**src/rtl/cphc_pkg.sv**
```systemverilog
// Package for the half-plane polygon clipper.
// Holds field widths, register indexes, reset values and the sequencer state type.
// Used by the channel interfaces and by the top level.
package cphc_pkg;

    localparam int COORD_W  = 24;
    localparam int MARGIN_W = 20;
    localparam int SIDE_W   = 52;
    localparam int CFG_IDX_W = 3;

    typedef enum logic [CFG_IDX_W-1:0] {
        CFG_START_X = 3'd0,
        CFG_START_Y = 3'd1,
        CFG_END_X   = 3'd2,
        CFG_END_Y   = 3'd3,
        CFG_MARGIN  = 3'd4
    } cfg_idx_t;

    localparam logic signed [COORD_W-1:0] RST_START_X = 24'sd0;
    localparam logic signed [COORD_W-1:0] RST_START_Y = 24'sd0;
    localparam logic signed [COORD_W-1:0] RST_END_X   = 24'sd256;
    localparam logic signed [COORD_W-1:0] RST_END_Y   = 24'sd0;
    localparam logic [MARGIN_W-1:0]       RST_MARGIN  = 20'd0;

    typedef enum logic [12:0] {
        ST_IDLE  = 13'b0000000000001,
        ST_SLOAD = 13'b0000000000010,
        ST_SMUL  = 13'b0000000000100,
        ST_SACC  = 13'b0000000001000,
        ST_EVAL  = 13'b0000000010000,
        ST_SLOT  = 13'b0000000100000,
        ST_XSET  = 13'b0000001000000,
        ST_XABS  = 13'b0000010000000,
        ST_XMUL  = 13'b0000100000000,
        ST_XNUM  = 13'b0001000000000,
        ST_XDIV  = 13'b0010000000000,
        ST_XFIN  = 13'b0100000000000,
        ST_EMIT  = 13'b1000000000000
    } state_t;

endpackage

```
**src/rtl/cphc_ifs.sv**
```systemverilog
// Channel interfaces of the half-plane polygon clipper: vertex input,
// result output and configuration write. Depends on cphc_pkg.
interface cphc_vertex_if import cphc_pkg::*; ();
    logic                       valid;
    logic                       ready;
    logic signed [COORD_W-1:0]  vertex_x;
    logic signed [COORD_W-1:0]  vertex_y;
    logic                       final_vertex;
    modport source (output valid, output vertex_x, output vertex_y, output final_vertex,
                    input ready);
    modport sink (input valid, input vertex_x, input vertex_y, input final_vertex,
                  output ready);
endinterface

interface cphc_result_if import cphc_pkg::*; ();
    logic                       valid;
    logic                       ready;
    logic signed [COORD_W-1:0]  out_x;
    logic signed [COORD_W-1:0]  out_y;
    logic                       out_valid;
    logic                       is_crossing;
    logic                       run_last;
    logic                       polygon_done;
    modport source (output valid, output out_x, output out_y, output out_valid,
                    output is_crossing, output run_last, output polygon_done,
                    input ready);
    modport sink (input valid, input out_x, input out_y, input out_valid,
                  input is_crossing, input run_last, input polygon_done,
                  output ready);
endinterface

interface cphc_cfg_if import cphc_pkg::*; ();
    logic                   valid;
    logic                   ready;
    logic [CFG_IDX_W-1:0]   index;
    logic [COORD_W-1:0]     data;
    modport source (output valid, output index, output data, input ready);
    modport sink (input valid, input index, input data, output ready);
endinterface

```
**src/rtl/convex_polygon_halfplane_clip.sv**
```systemverilog
// Half-plane polygon clipper, one vertex per input transfer, up to three results each.
// The side value is built from 4 serial products, then each crossing computes its
// 2 coordinates in turn (25-step shift-add multiply, 80-step divider for each).
// The pace is set by the shared shift-add multiplier and the one-bit-per-cycle restoring
// divider; one item is in work at a time.
// Reset (rst_n low, asynchronous) restores the line registers and waits for a first vertex.
module convex_polygon_halfplane_clip import cphc_pkg::*; (
    input  logic            clk,
    input  logic            rst_n,
    cphc_vertex_if.sink     vin,
    cphc_result_if.source   vout,
    cphc_cfg_if.sink        cfg
);

    localparam int PW = 78;          // product width
    localparam int MPW = 25;         // multiplier operand width
    localparam int NW = 80;          // dividend width
    localparam int DW = SIDE_W + 1;  // side difference width
    localparam int RW = DW + 1;      // remainder width
    localparam int QW = 27;          // kept quotient bits
    localparam logic [6:0] DIV_LAST = 7'(NW - 1);
    localparam logic [4:0] MUL_LAST = 5'(MPW - 1);
    localparam logic [QW-1:0] MAG_MAX = 27'd33554432;
    localparam logic signed [27:0] SAT_MAX = 28'sd8388607;
    localparam logic signed [27:0] SAT_MIN = -28'sd8388608;

    // magnitude and inside-test helpers
    function automatic logic [MPW-1:0] abs25(input logic signed [MPW-1:0] v);
        abs25 = v[MPW-1] ? MPW'(-v) : MPW'(v);
    endfunction

    function automatic logic inside_of(input logic signed [SIDE_W-1:0] s,
                                       input logic [MARGIN_W-1:0] m);
        logic signed [SIDE_W:0] t;
        t = {s[SIDE_W-1], s} + $signed({{(SIDE_W+1-MARGIN_W){1'b0}}, m});
        inside_of = t[SIDE_W];
    endfunction

    state_t state_reg, state_next;

    logic signed [COORD_W-1:0] sx_reg, sy_reg, ex_reg, ey_reg;
    logic [MARGIN_W-1:0]       margin_reg;

    logic signed [COORD_W-1:0] vx_reg, vx_next, vy_reg, vy_next;
    logic                      fin_reg, fin_next;
    logic signed [SIDE_W-1:0]  s_reg, s_next;
    logic [1:0]                step_reg, step_next;

    logic [PW-1:0]  mc_reg, mc_next, prod_reg, prod_next;
    logic [MPW-1:0] mp_reg, mp_next;
    logic           msign_reg, msign_next;
    logic [4:0]     mcnt_reg, mcnt_next;

    logic signed [COORD_W-1:0] first_x_reg, first_x_next, first_y_reg, first_y_next;
    logic signed [COORD_W-1:0] prev_x_reg, prev_x_next, prev_y_reg, prev_y_next;
    logic signed [SIDE_W-1:0]  first_side_reg, first_side_next;
    logic signed [SIDE_W-1:0]  prev_side_reg, prev_side_next;
    logic                      have_first_reg, have_first_next;

    logic [4:0] slot_en_reg, slot_en_next;
    logic [2:0] slot_reg, slot_next;

    logic signed [COORD_W-1:0] px_reg, px_next, py_reg, py_next;
    logic signed [COORD_W-1:0] qx_reg, qx_next, qy_reg, qy_next;
    logic signed [SIDE_W-1:0]  tp_reg, tp_next, tq_reg, tq_next;
    logic                      coord_reg, coord_next;
    logic signed [COORD_W:0]   diff_reg, diff_next;
    logic signed [DW-1:0]      den_reg, den_next;
    logic [DW-1:0]             ad_reg, ad_next;
    logic                      neg_reg, neg_next;

    logic [NW-1:0] num_reg, num_next;
    logic [RW-1:0] rem_reg, rem_next;
    logic [QW-1:0] quo_reg, quo_next;
    logic          qovf_reg, qovf_next;
    logic [6:0]    dcnt_reg, dcnt_next;

    logic signed [COORD_W-1:0] rx_reg, rx_next, ry_reg, ry_next;

    logic                      ov_reg, ov_next;
    logic signed [COORD_W-1:0] o_x_reg, o_x_next, o_y_reg, o_y_next;
    logic                      o_valid_reg, o_valid_next, o_cross_reg, o_cross_next;
    logic                      o_last_reg, o_last_next, o_done_reg, o_done_next;

    // shared combinational terms
    logic signed [MPW-1:0]   op1;
    logic signed [COORD_W-1:0] op2;
    logic                    qin, pin, fin_in, later;
    logic [RW:0]             dtrial;
    logic                    dge;
    logic [QW-1:0]           mag;
    logic signed [27:0]      rsum;
    logic signed [COORD_W-1:0] rsat, p_sel;

    assign vin.ready = (state_reg == ST_IDLE);
    assign cfg.ready = 1'b1;

    assign vout.valid        = ov_reg;
    assign vout.out_x        = o_x_reg;
    assign vout.out_y        = o_y_reg;
    assign vout.out_valid    = o_valid_reg;
    assign vout.is_crossing  = o_cross_reg;
    assign vout.run_last     = o_last_reg;
    assign vout.polygon_done = o_done_reg;

    // write the line registers
    always_ff @(posedge clk or negedge rst_n)
    begin
        if (!rst_n)
        begin
            sx_reg     <= RST_START_X;
            sy_reg     <= RST_START_Y;
            ex_reg     <= RST_END_X;
            ey_reg     <= RST_END_Y;
            margin_reg <= RST_MARGIN;
        end
        else if (cfg.valid && cfg.ready)
        begin
            unique case (cfg.index)
                CFG_START_X: sx_reg     <= $signed(cfg.data);
                CFG_START_Y: sy_reg     <= $signed(cfg.data);
                CFG_END_X:   ex_reg     <= $signed(cfg.data);
                CFG_END_Y:   ey_reg     <= $signed(cfg.data);
                CFG_MARGIN:  margin_reg <= cfg.data[MARGIN_W-1:0];
                default:     ;
            endcase
        end
    end

    // pick the operands of one side-value term
    always_comb
    begin
        case (step_reg)
            2'd0:
            begin
                op1 = {sy_reg[COORD_W-1], sy_reg} - {ey_reg[COORD_W-1], ey_reg};
                op2 = vx_reg;
            end
            2'd1:
            begin
                op1 = {ex_reg[COORD_W-1], ex_reg} - {sx_reg[COORD_W-1], sx_reg};
                op2 = vy_reg;
            end
            2'd2:
            begin
                op1 = {sx_reg[COORD_W-1], sx_reg};
                op2 = ey_reg;
            end
            default:
            begin
                op1 = {sy_reg[COORD_W-1], sy_reg};
                op2 = ex_reg;
            end
        endcase
    end

    // inside tests and the divider and saturation datapath
    always_comb
    begin
        qin    = inside_of(s_reg, margin_reg);
        pin    = inside_of(prev_side_reg, margin_reg);
        fin_in = inside_of(have_first_reg ? first_side_reg : s_reg, margin_reg);
        later  = 1'b0;
        for (int k = 0; k < 5; k++)
        begin
            if (k > int'(slot_reg) && slot_en_reg[k])
                later = 1'b1;
        end
        dtrial = {rem_reg, num_reg[NW-1]};
        dge    = dtrial >= {1'b0, ad_reg, 1'b0};
        mag    = (qovf_reg || quo_reg > MAG_MAX) ? MAG_MAX : quo_reg;
        p_sel  = coord_reg ? py_reg : px_reg;
        rsum   = neg_reg ? ({{4{p_sel[COORD_W-1]}}, p_sel} - $signed({1'b0, mag}))
                         : ({{4{p_sel[COORD_W-1]}}, p_sel} + $signed({1'b0, mag}));
        if (rsum > SAT_MAX)
            rsat = SAT_MAX[COORD_W-1:0];
        else if (rsum < SAT_MIN)
            rsat = SAT_MIN[COORD_W-1:0];
        else
            rsat = rsum[COORD_W-1:0];
    end

    // sequencer
    always_comb
    begin
        state_next      = state_reg;
        vx_next         = vx_reg;
        vy_next         = vy_reg;
        fin_next        = fin_reg;
        s_next          = s_reg;
        step_next       = step_reg;
        mc_next         = mc_reg;
        mp_next         = mp_reg;
        prod_next       = prod_reg;
        msign_next      = msign_reg;
        mcnt_next       = mcnt_reg;
        first_x_next    = first_x_reg;
        first_y_next    = first_y_reg;
        first_side_next = first_side_reg;
        prev_x_next     = prev_x_reg;
        prev_y_next     = prev_y_reg;
        prev_side_next  = prev_side_reg;
        have_first_next = have_first_reg;
        slot_en_next    = slot_en_reg;
        slot_next       = slot_reg;
        px_next         = px_reg;
        py_next         = py_reg;
        qx_next         = qx_reg;
        qy_next         = qy_reg;
        tp_next         = tp_reg;
        tq_next         = tq_reg;
        coord_next      = coord_reg;
        diff_next       = diff_reg;
        den_next        = den_reg;
        ad_next         = ad_reg;
        neg_next        = neg_reg;
        num_next        = num_reg;
        rem_next        = rem_reg;
        quo_next        = quo_reg;
        qovf_next       = qovf_reg;
        dcnt_next       = dcnt_reg;
        rx_next         = rx_reg;
        ry_next         = ry_reg;
        ov_next         = ov_reg && !vout.ready;
        o_x_next        = o_x_reg;
        o_y_next        = o_y_reg;
        o_valid_next    = o_valid_reg;
        o_cross_next    = o_cross_reg;
        o_last_next     = o_last_reg;
        o_done_next     = o_done_reg;

        // advance the shift-add multiplier
        if (state_reg == ST_SMUL || state_reg == ST_XMUL)
        begin
            if (mp_reg[0])
                prod_next = prod_reg + mc_reg;
            mc_next   = {mc_reg[PW-2:0], 1'b0};
            mp_next   = {1'b0, mp_reg[MPW-1:1]};
            mcnt_next = mcnt_reg + 5'd1;
        end

        unique case (state_reg)
            ST_IDLE:
            begin
                if (vin.valid)
                begin
                    vx_next    = vin.vertex_x;
                    vy_next    = vin.vertex_y;
                    fin_next   = vin.final_vertex;
                    s_next     = '0;
                    step_next  = 2'd0;
                    state_next = ST_SLOAD;
                end
            end
            ST_SLOAD:
            begin
                msign_next = op1[MPW-1] ^ op2[COORD_W-1] ^ (step_reg == 2'd3);
                mc_next    = PW'(abs25(op1));
                mp_next    = abs25({op2[COORD_W-1], op2});
                prod_next  = '0;
                mcnt_next  = '0;
                state_next = ST_SMUL;
            end
            ST_SMUL:
            begin
                if (mcnt_reg == MUL_LAST)
                    state_next = ST_SACC;
            end
            ST_SACC:
            begin
                s_next = msign_reg ? s_reg - $signed(prod_reg[SIDE_W-1:0])
                                   : s_reg + $signed(prod_reg[SIDE_W-1:0]);
                step_next  = step_reg + 2'd1;
                state_next = (step_reg == 2'd3) ? ST_EVAL : ST_SLOAD;
            end
            ST_EVAL:
            begin
                // decide which results this vertex gives
                slot_en_next[0] = have_first_reg && (pin != qin);
                slot_en_next[1] = have_first_reg && qin;
                slot_en_next[2] = fin_reg && (qin != fin_in);
                slot_en_next[3] = fin_reg && fin_in;
                slot_en_next[4] = fin_reg && !(have_first_reg && (pin != qin))
                                  && !(have_first_reg && qin) && !(qin != fin_in) && !fin_in;
                if (!have_first_reg)
                begin
                    first_x_next    = vx_reg;
                    first_y_next    = vy_reg;
                    first_side_next = s_reg;
                end
                slot_next  = 3'd0;
                state_next = ST_SLOT;
            end
            ST_SLOT:
            begin
                if (slot_reg == 3'd5)
                begin
                    prev_x_next     = vx_reg;
                    prev_y_next     = vy_reg;
                    prev_side_next  = s_reg;
                    have_first_next = !fin_reg;
                    slot_en_next    = '0;
                    state_next      = ST_IDLE;
                end
                else if (!slot_en_reg[slot_reg])
                    slot_next = slot_reg + 3'd1;
                else
                begin
                    case (slot_reg)
                        3'd0:
                        begin
                            px_next = prev_x_reg;
                            py_next = prev_y_reg;
                            tp_next = prev_side_reg;
                            qx_next = vx_reg;
                            qy_next = vy_reg;
                            tq_next = s_reg;
                            coord_next = 1'b0;
                            state_next = ST_XSET;
                        end
                        3'd2:
                        begin
                            px_next = vx_reg;
                            py_next = vy_reg;
                            tp_next = s_reg;
                            qx_next = first_x_reg;
                            qy_next = first_y_reg;
                            tq_next = first_side_reg;
                            coord_next = 1'b0;
                            state_next = ST_XSET;
                        end
                        3'd1:
                        begin
                            rx_next = vx_reg;
                            ry_next = vy_reg;
                            state_next = ST_EMIT;
                        end
                        3'd3:
                        begin
                            rx_next = first_x_reg;
                            ry_next = first_y_reg;
                            state_next = ST_EMIT;
                        end
                        default:
                        begin
                            rx_next = '0;
                            ry_next = '0;
                            state_next = ST_EMIT;
                        end
                    endcase
                end
            end
            ST_XSET:
            begin
                diff_next = coord_reg
                          ? ({py_reg[COORD_W-1], py_reg} - {qy_reg[COORD_W-1], qy_reg})
                          : ({px_reg[COORD_W-1], px_reg} - {qx_reg[COORD_W-1], qx_reg});
                den_next  = {tq_reg[SIDE_W-1], tq_reg} - {tp_reg[SIDE_W-1], tp_reg};
                state_next = ST_XABS;
            end
            ST_XABS:
            begin
                ad_next    = den_reg[DW-1] ? DW'(-den_reg) : DW'(den_reg);
                neg_next   = tp_reg[SIDE_W-1] ^ diff_reg[COORD_W] ^ den_reg[DW-1];
                mc_next    = tp_reg[SIDE_W-1] ? PW'(SIDE_W'(-tp_reg)) : PW'(SIDE_W'(tp_reg));
                mp_next    = abs25(diff_reg);
                prod_next  = '0;
                mcnt_next  = '0;
                state_next = ST_XMUL;
            end
            ST_XMUL:
            begin
                if (mcnt_reg == MUL_LAST)
                    state_next = ST_XNUM;
            end
            ST_XNUM:
            begin
                num_next   = {1'b0, prod_reg, 1'b0} + NW'(ad_reg);
                rem_next   = '0;
                quo_next   = '0;
                qovf_next  = 1'b0;
                dcnt_next  = '0;
                state_next = ST_XDIV;
            end
            ST_XDIV:
            begin
                // one quotient bit per cycle, rounding folded into the dividend
                rem_next  = dge ? RW'(dtrial - {1'b0, ad_reg, 1'b0}) : RW'(dtrial);
                num_next  = {num_reg[NW-2:0], 1'b0};
                qovf_next = qovf_reg | quo_reg[QW-1];
                quo_next  = {quo_reg[QW-2:0], dge};
                dcnt_next = dcnt_reg + 7'd1;
                if (dcnt_reg == DIV_LAST)
                    state_next = ST_XFIN;
            end
            ST_XFIN:
            begin
                if (coord_reg)
                begin
                    ry_next    = rsat;
                    state_next = ST_EMIT;
                end
                else
                begin
                    rx_next    = rsat;
                    coord_next = 1'b1;
                    state_next = ST_XSET;
                end
            end
            ST_EMIT:
            begin
                // load the output register once it is free
                if (!ov_reg || vout.ready)
                begin
                    ov_next      = 1'b1;
                    o_x_next     = rx_reg;
                    o_y_next     = ry_reg;
                    o_valid_next = (slot_reg != 3'd4);
                    o_cross_next = (slot_reg == 3'd0) || (slot_reg == 3'd2);
                    o_last_next  = !later;
                    o_done_next  = fin_reg && !later;
                    slot_next    = slot_reg + 3'd1;
                    state_next   = ST_SLOT;
                end
            end
            default:
                state_next = ST_IDLE;
        endcase
    end

    // control registers
    always_ff @(posedge clk or negedge rst_n)
    begin
        if (!rst_n)
        begin
            state_reg       <= ST_IDLE;
            have_first_reg  <= 1'b0;
            slot_en_reg     <= '0;
            slot_reg        <= '0;
            ov_reg          <= 1'b0;
            first_x_reg     <= '0;
            first_y_reg     <= '0;
            first_side_reg  <= '0;
            prev_x_reg      <= '0;
            prev_y_reg      <= '0;
            prev_side_reg   <= '0;
        end
        else
        begin
            state_reg       <= state_next;
            have_first_reg  <= have_first_next;
            slot_en_reg     <= slot_en_next;
            slot_reg        <= slot_next;
            ov_reg          <= ov_next;
            first_x_reg     <= first_x_next;
            first_y_reg     <= first_y_next;
            first_side_reg  <= first_side_next;
            prev_x_reg      <= prev_x_next;
            prev_y_reg      <= prev_y_next;
            prev_side_reg   <= prev_side_next;
        end
    end

    // datapath registers
    always_ff @(posedge clk)
    begin
        vx_reg      <= vx_next;
        vy_reg      <= vy_next;
        fin_reg     <= fin_next;
        s_reg       <= s_next;
        step_reg    <= step_next;
        mc_reg      <= mc_next;
        mp_reg      <= mp_next;
        prod_reg    <= prod_next;
        msign_reg   <= msign_next;
        mcnt_reg    <= mcnt_next;
        px_reg      <= px_next;
        py_reg      <= py_next;
        qx_reg      <= qx_next;
        qy_reg      <= qy_next;
        tp_reg      <= tp_next;
        tq_reg      <= tq_next;
        coord_reg   <= coord_next;
        diff_reg    <= diff_next;
        den_reg     <= den_next;
        ad_reg      <= ad_next;
        neg_reg     <= neg_next;
        num_reg     <= num_next;
        rem_reg     <= rem_next;
        quo_reg     <= quo_next;
        qovf_reg    <= qovf_next;
        dcnt_reg    <= dcnt_next;
        rx_reg      <= rx_next;
        ry_reg      <= ry_next;
        o_x_reg     <= o_x_next;
        o_y_reg     <= o_y_next;
        o_valid_reg <= o_valid_next;
        o_cross_reg <= o_cross_next;
        o_last_reg  <= o_last_next;
        o_done_reg  <= o_done_next;
    end

`ifndef SYNTHESIS
    a_done_is_last: assert property (@(posedge clk) disable iff (!rst_n)
        (vout.valid && vout.polygon_done) |-> vout.run_last)
        else $error("polygon end without run end");

    a_marker_clean: assert property (@(posedge clk) disable iff (!rst_n)
        (vout.valid && !vout.out_valid) |->
        (vout.out_x == '0 && vout.out_y == '0 && !vout.is_crossing && vout.polygon_done))
        else $error("malformed end marker");

    a_accept_clear: assert property (@(posedge clk) disable iff (!rst_n)
        (vin.valid && vin.ready) |-> (slot_en_reg == '0))
        else $error("vertex accepted with results pending");
`endif

endmodule
```
**src/flat_wrapper.sv**
```systemverilog
// flat-port wrapper written by rule: the top's interface ports become plain ports
module convex_polygon_halfplane_clip_flat import cphc_pkg::*;
  (clk, rst_n, vin_valid, vin_vertex_x, vin_vertex_y, vin_final_vertex, vin_ready, vout_valid, vout_out_x, vout_out_y, vout_out_valid, vout_is_crossing, vout_run_last, vout_polygon_done, vout_ready, cfg_valid, cfg_index, cfg_data, cfg_ready);
  cphc_vertex_if vin_i ();
  cphc_result_if vout_i ();
  cphc_cfg_if cfg_i ();
  input  logic clk;
  input  logic rst_n;
  input wire logic [$bits(vin_i.valid)-1:0] vin_valid;
  input wire logic [$bits(vin_i.vertex_x)-1:0] vin_vertex_x;
  input wire logic [$bits(vin_i.vertex_y)-1:0] vin_vertex_y;
  input wire logic [$bits(vin_i.final_vertex)-1:0] vin_final_vertex;
  output wire logic [$bits(vin_i.ready)-1:0] vin_ready;
  output wire logic [$bits(vout_i.valid)-1:0] vout_valid;
  output wire logic [$bits(vout_i.out_x)-1:0] vout_out_x;
  output wire logic [$bits(vout_i.out_y)-1:0] vout_out_y;
  output wire logic [$bits(vout_i.out_valid)-1:0] vout_out_valid;
  output wire logic [$bits(vout_i.is_crossing)-1:0] vout_is_crossing;
  output wire logic [$bits(vout_i.run_last)-1:0] vout_run_last;
  output wire logic [$bits(vout_i.polygon_done)-1:0] vout_polygon_done;
  input wire logic [$bits(vout_i.ready)-1:0] vout_ready;
  input wire logic [$bits(cfg_i.valid)-1:0] cfg_valid;
  input wire logic [$bits(cfg_i.index)-1:0] cfg_index;
  input wire logic [$bits(cfg_i.data)-1:0] cfg_data;
  output wire logic [$bits(cfg_i.ready)-1:0] cfg_ready;
  assign vin_i.valid = vin_valid;
  assign vin_i.vertex_x = vin_vertex_x;
  assign vin_i.vertex_y = vin_vertex_y;
  assign vin_i.final_vertex = vin_final_vertex;
  assign vin_ready = vin_i.ready;
  assign vout_valid = vout_i.valid;
  assign vout_out_x = vout_i.out_x;
  assign vout_out_y = vout_i.out_y;
  assign vout_out_valid = vout_i.out_valid;
  assign vout_is_crossing = vout_i.is_crossing;
  assign vout_run_last = vout_i.run_last;
  assign vout_polygon_done = vout_i.polygon_done;
  assign vout_i.ready = vout_ready;
  assign cfg_i.valid = cfg_valid;
  assign cfg_i.index = cfg_index;
  assign cfg_i.data = cfg_data;
  assign cfg_ready = cfg_i.ready;
  convex_polygon_halfplane_clip u_core (.clk(clk), .rst_n(rst_n), .vin(vin_i), .vout(vout_i), .cfg(cfg_i));
endmodule
```
**config.mk**
```make
export PLATFORM = sky130hd
export DESIGN_NAME = convex_polygon_halfplane_clip_flat
export DESIGN_NICKNAME = d
export VERILOG_FILES = /design/src/rtl/cphc_pkg.sv /design/src/rtl/cphc_ifs.sv /design/src/rtl/convex_polygon_halfplane_clip.sv /design/src/flat_wrapper.sv
export SDC_FILE = /design/constraint.sdc
export NUM_CORES = 2
export LEC_CHECK = 0
export BUFFER_PORTS_ARGS = -buffer_cell sky130_fd_sc_hd__buf_4
export CAP_MARGIN = 10
export CORE_MARGIN = 4
export CORE_UTILIZATION = 55
export CTS_BUF_LIST = sky130_fd_sc_hd__clkbuf_16
export DETAILED_ROUTE_END_ITERATION = 8
export PLACE_DENSITY_LB_ADDON = 0.08
export SKIP_LAST_GASP = 1
export SLEW_MARGIN = 20
export SYNTH_ARGS = -nofsm -noshare
export SYNTH_HDL_FRONTEND = slang
export SYNTH_SLANG_ARGS = --single-unit
```
**constraint.sdc**
```tcl
create_clock -name clk -period 15.07 [get_ports clk]
set_input_delay 0.7535 -clock clk [delete_from_list [all_inputs] [get_ports clk]]
set_output_delay 0.7535 -clock clk [all_outputs]
set_load 0.02 [all_outputs]
```
==> results.md <==
* Outcome: completed
* Final instance area at 85200 sq um
* Syn nets at 8628
* Placed inst area at 80600 sq um
* Filler cells at 12000
* Average wire per standard cell at 22.4 um
* CTS sink cnt at 1231
* First-pass GRT wire length at 347000 um
* CTS H-Tree Depth at 4
* Die Wd at 384 um
* Final HPWL DP at 169000 um
* Crit path DAT at 8.09 ns
* GRT Residual Overflow at 0
* Max-Cap Viols at 0
* #FFs+latches synth at 1231
* Clk Latency, worst-skew pair at 0.78 ns
* Die ar. at 147000 sq um
* Starting DRC count in detailed routing at 5183
* Maximum vdd drop at 125 uV
* Postcts setup bufs at 0
* Slew headroom at 0.230
* Port Buffer Count at 134
* Leakage at 36.3 nW
* Vias in the first global route at 59200
* Final Max Tran Viols at 0
* Max reg flops at 80
* Clk buf depth at 3
* Final setup vio count at 0
* Hold path depth at 1
* # rows at 137
* Reg clk slew, reported paths at 0.06 ns
* Final worst-path cycle share at 0.503
* Post-Synthesis Cells at 8053
* Post-route DRC at 0
* Crit start category: register
* Slew @ Worst Pin at 1.15 ns
* Vias per cell at 6.06
* Post-route insts no fill at 10100
* Post-synthesis cell type count at 98
* Hold Crit Class: primary input to register
* Area of the mapped netlist at 77800 sq um
* Largest net degree at the start of global routing at 165
* CTS tree: yes
* Root buffer cell: clkbuf_16
* Setup_tns at 0 ns
* YS warnings at 0
* Die Y at 384 um
* Primary FF master, synth: edfxtp_1
* Clk_skew at 0.0359 ns
* Setup Crit Path Kind: register to register
* CP required at 15.58 ns
* CP Capture Type: register
* Router iterations before antenna repair at 6
* Synthesized area per cell at 9.66 sq um
* Initial Utilization at 0.555
* R2R cell count at 27
* # IOs at 136
* ANT nets after route at 0
* Tmin final at 7.59 ns
* Num CTS Buffers at 143
* DRT Wirelength at 226000 um
* RSZ-0062 raised after global routing: no
* Fmax at 132 MHz
* Layout cell share with drive strength beyond 1 at 0.102
* Power per standard cell area at 151 nW/um^2
* Initial antenna violation count at 4
* Fin. Hold Viols at 0
* Crit-path max FO at 32
* Seq/Total Area, Yosys at 0.443
* Syn-to-layout area delta at 9.57%
* Core outline area at 140000 sq um
* Synth async-reset ratio at 0.275
* Routability cong. at 0.928
* Nets at 8642
* Placed insts at 9797
* Number of enable flip-flop cells after synthesis at 809
* Total track usage at 0.302
* Via count at 61000
==> power by group <==
group | internal, mW | switching, mW
sequential | 4.06 | 0.475
clock | 1.96 | 1.47
combinational | 1.88 | 2.98
total | 7.90 | 4.93
==> cells in the final DEF, fill, tap and decap left out, types with 74 or more instances in the layout <==
| cell type | instances |
|---|---|
| nand2_1 | 1276 |
| edfxtp_1 | 809 |
| a21oi_1 | 557 |
| ha_1 | 481 |
| nor2_1 | 480 |
| o21ai_0 | 468 |
| inv_1 | 399 |
| xnor2_1 | 385 |
| dfrtp_1 | 337 |
| mux2_2 | 331 |
| a21o_1 | 249 |
| xor2_1 | 209 |
| buf_4 | 200 |
| clkbuf_16 | 151 |
| nand3_1 | 131 |
| a22oi_1 | 99 |
| nand4_1 | 91 |
| nor3_1 | 90 |
| dfxtp_1 | 83 |
| o211ai_1 | 82 |
| nand2b_1 | 78 |
| and3_1 | 74 |
==> synth_stat cells, types with 19 or more instances <==
master    instances  area, sq um
o31ai_1          59          443
mux2_2          331         3730
and3_1           74          463
and2_1           69          432
o21bai_1         57          428
buf_1            26         97.6
a222oi_1         26          260
nand4_1          91          569
nor2b_1          71          444
or4_1            22          165
o21ai_0         470         2350
or3_1            47          294
o41ai_1          30          263
a21oi_1         557         2790
a22oi_1          99          743
dfxtp_1          83         1660
nand2_1        1281         4810
nor3b_1          19          143
nor3_1           93          465
ha_1            484         6060
mux2i_1          67          671
inv_1           371         1390
xor2_1          209         1830
or2_2            24          150
a211oi_1         50          375
a21o_1          249         1870
a211o_1          20          175
a31oi_1          63          394
edfxtp_1        809        24300
o21a_1           54          405
nor4_1           42          263
a21boi_0         20          150
xnor2_1         385         3370
nand3_1         132          661
nand2b_1         79          494
o211ai_1         82          616
nor2_1          486         1820
dfrtp_1         337         8430
clkbuf_1        305         1140
==> cell families after synthesis <==
family,count (synthesis),share of synthesized area
AND/OR/NAND/NOR,2605,0.152
buffers and inverters,709,0.0343
flip-flops,1231,0.443
XOR/XNOR,594,0.0669
multiplexers,398,0.0566
adder cells (fa/ha/maj),494,0.0805
other,1,0.0000482
AO/OA/AOI/OAI,2021,0.166
==> cell type report <==
type | instances | area, sq um | area share
Antenna cell | 1 | 2.50 | 0.0000294
Clock buffer | 151 | 3780 | 0.0443
Clock inverter | 115 | 826 | 0.00969
Inverter | 373 | 1400 | 0.0165
Multi-Input combinational cell | 6113 | 40800 | 0.479
Sequential cell | 1231 | 34400 | 0.404
Tap cell | 1876 | 2350 | 0.0275
Timing Repair Buffer | 205 | 1590 | 0.0186
==> routing by layer <==
layer / wire (um) / part of all wire / track usage / up-vias
met5: 0 / 0 / 0 / -
met4: 11400 / 0.051 / 0.135 / 0
met3: 11600 / 0.052 / 0.0360 / 417
met2: 105000 / 0.46 / 0.492 / 1877
met1: 98100 / 0.43 / 0.406 / 29400
li1: - / - / - / 29300
==> timing repair <==
action,4_1_cts,5_1_grt
hold endpoints to repair,17,0
hold buffers,1,0
gates resized for setup,0,0
==> critical path, stage by stage (launching register included) <==
cell and delay (ns):
edfxtp_1 0.44, or4_1 0.60, nor2_1 0.24, and3_1 0.35
nand2_1 0.10, a21boi_2 0.14, buf_4 0.30, and2_1 0.21
inv_1 0.05, ha_1 0.19, and2_1 0.24, a21o_1 0.26
o21ai_0 0.12, nor2_1 0.13, or3_1 0.41, ha_1 0.38
nand3_1 0.10, a211oi_1 0.21, o21ai_0 0.18, a21o_1 0.24
a32oi_1 0.37, a31oi_1 0.22, o21ai_0 0.24, xor2_1 0.33
nor2_1 0.10, a41o_1 0.51, and2_1 0.29, or3_1 0.35
==> through the flow <==
stage	total power [mW]	worst slack, ns	utilization	hold slack (ns)
6_report	12.8	7.48	0.608	0.153
5_1_grt	13.6	6.86	0.608	0.116
4_1_cts	12.8	7.54	0.608	0.103
3_5_place_dp	9.35	7.57	0.575	0.405
3_3_place_gp	9.30	7.59	0.575	0.407
2_1_floorplan	7.96	4.23	-	0.400
==> path summary, 6_finish.rpt <==
check / start / end / slack [ns]
worst max-delay path: u_core.quo_reg[1]$_SDFFCE_PN0P_ / u_core.rx_reg[16]$_DFFE_PP_ / 7.48
worst min-delay path: vin_vertex_y[5] / u_core.vy_reg[5]$_DFFE_PP_ / 0.15
worst max register to register: u_core.quo_reg[1]$_SDFFCE_PN0P_ / u_core.rx_reg[16]$_DFFE_PP_ / 7.48
worst min register to register: u_core.ry_reg[22]$_DFFE_PP_ / u_core.vout.out_y[22]$_DFFE_PP_ / 0.42
max in group asynchronous: rst_n / u_core.prev_x_reg[13]$_DFFE_PN0P_ / 12.47
min in group asynchronous: rst_n / u_core.sy_reg[6]$_DFFE_PN0P_ / 0.57
Note: power is estimated with default switching activity, not from simulation.
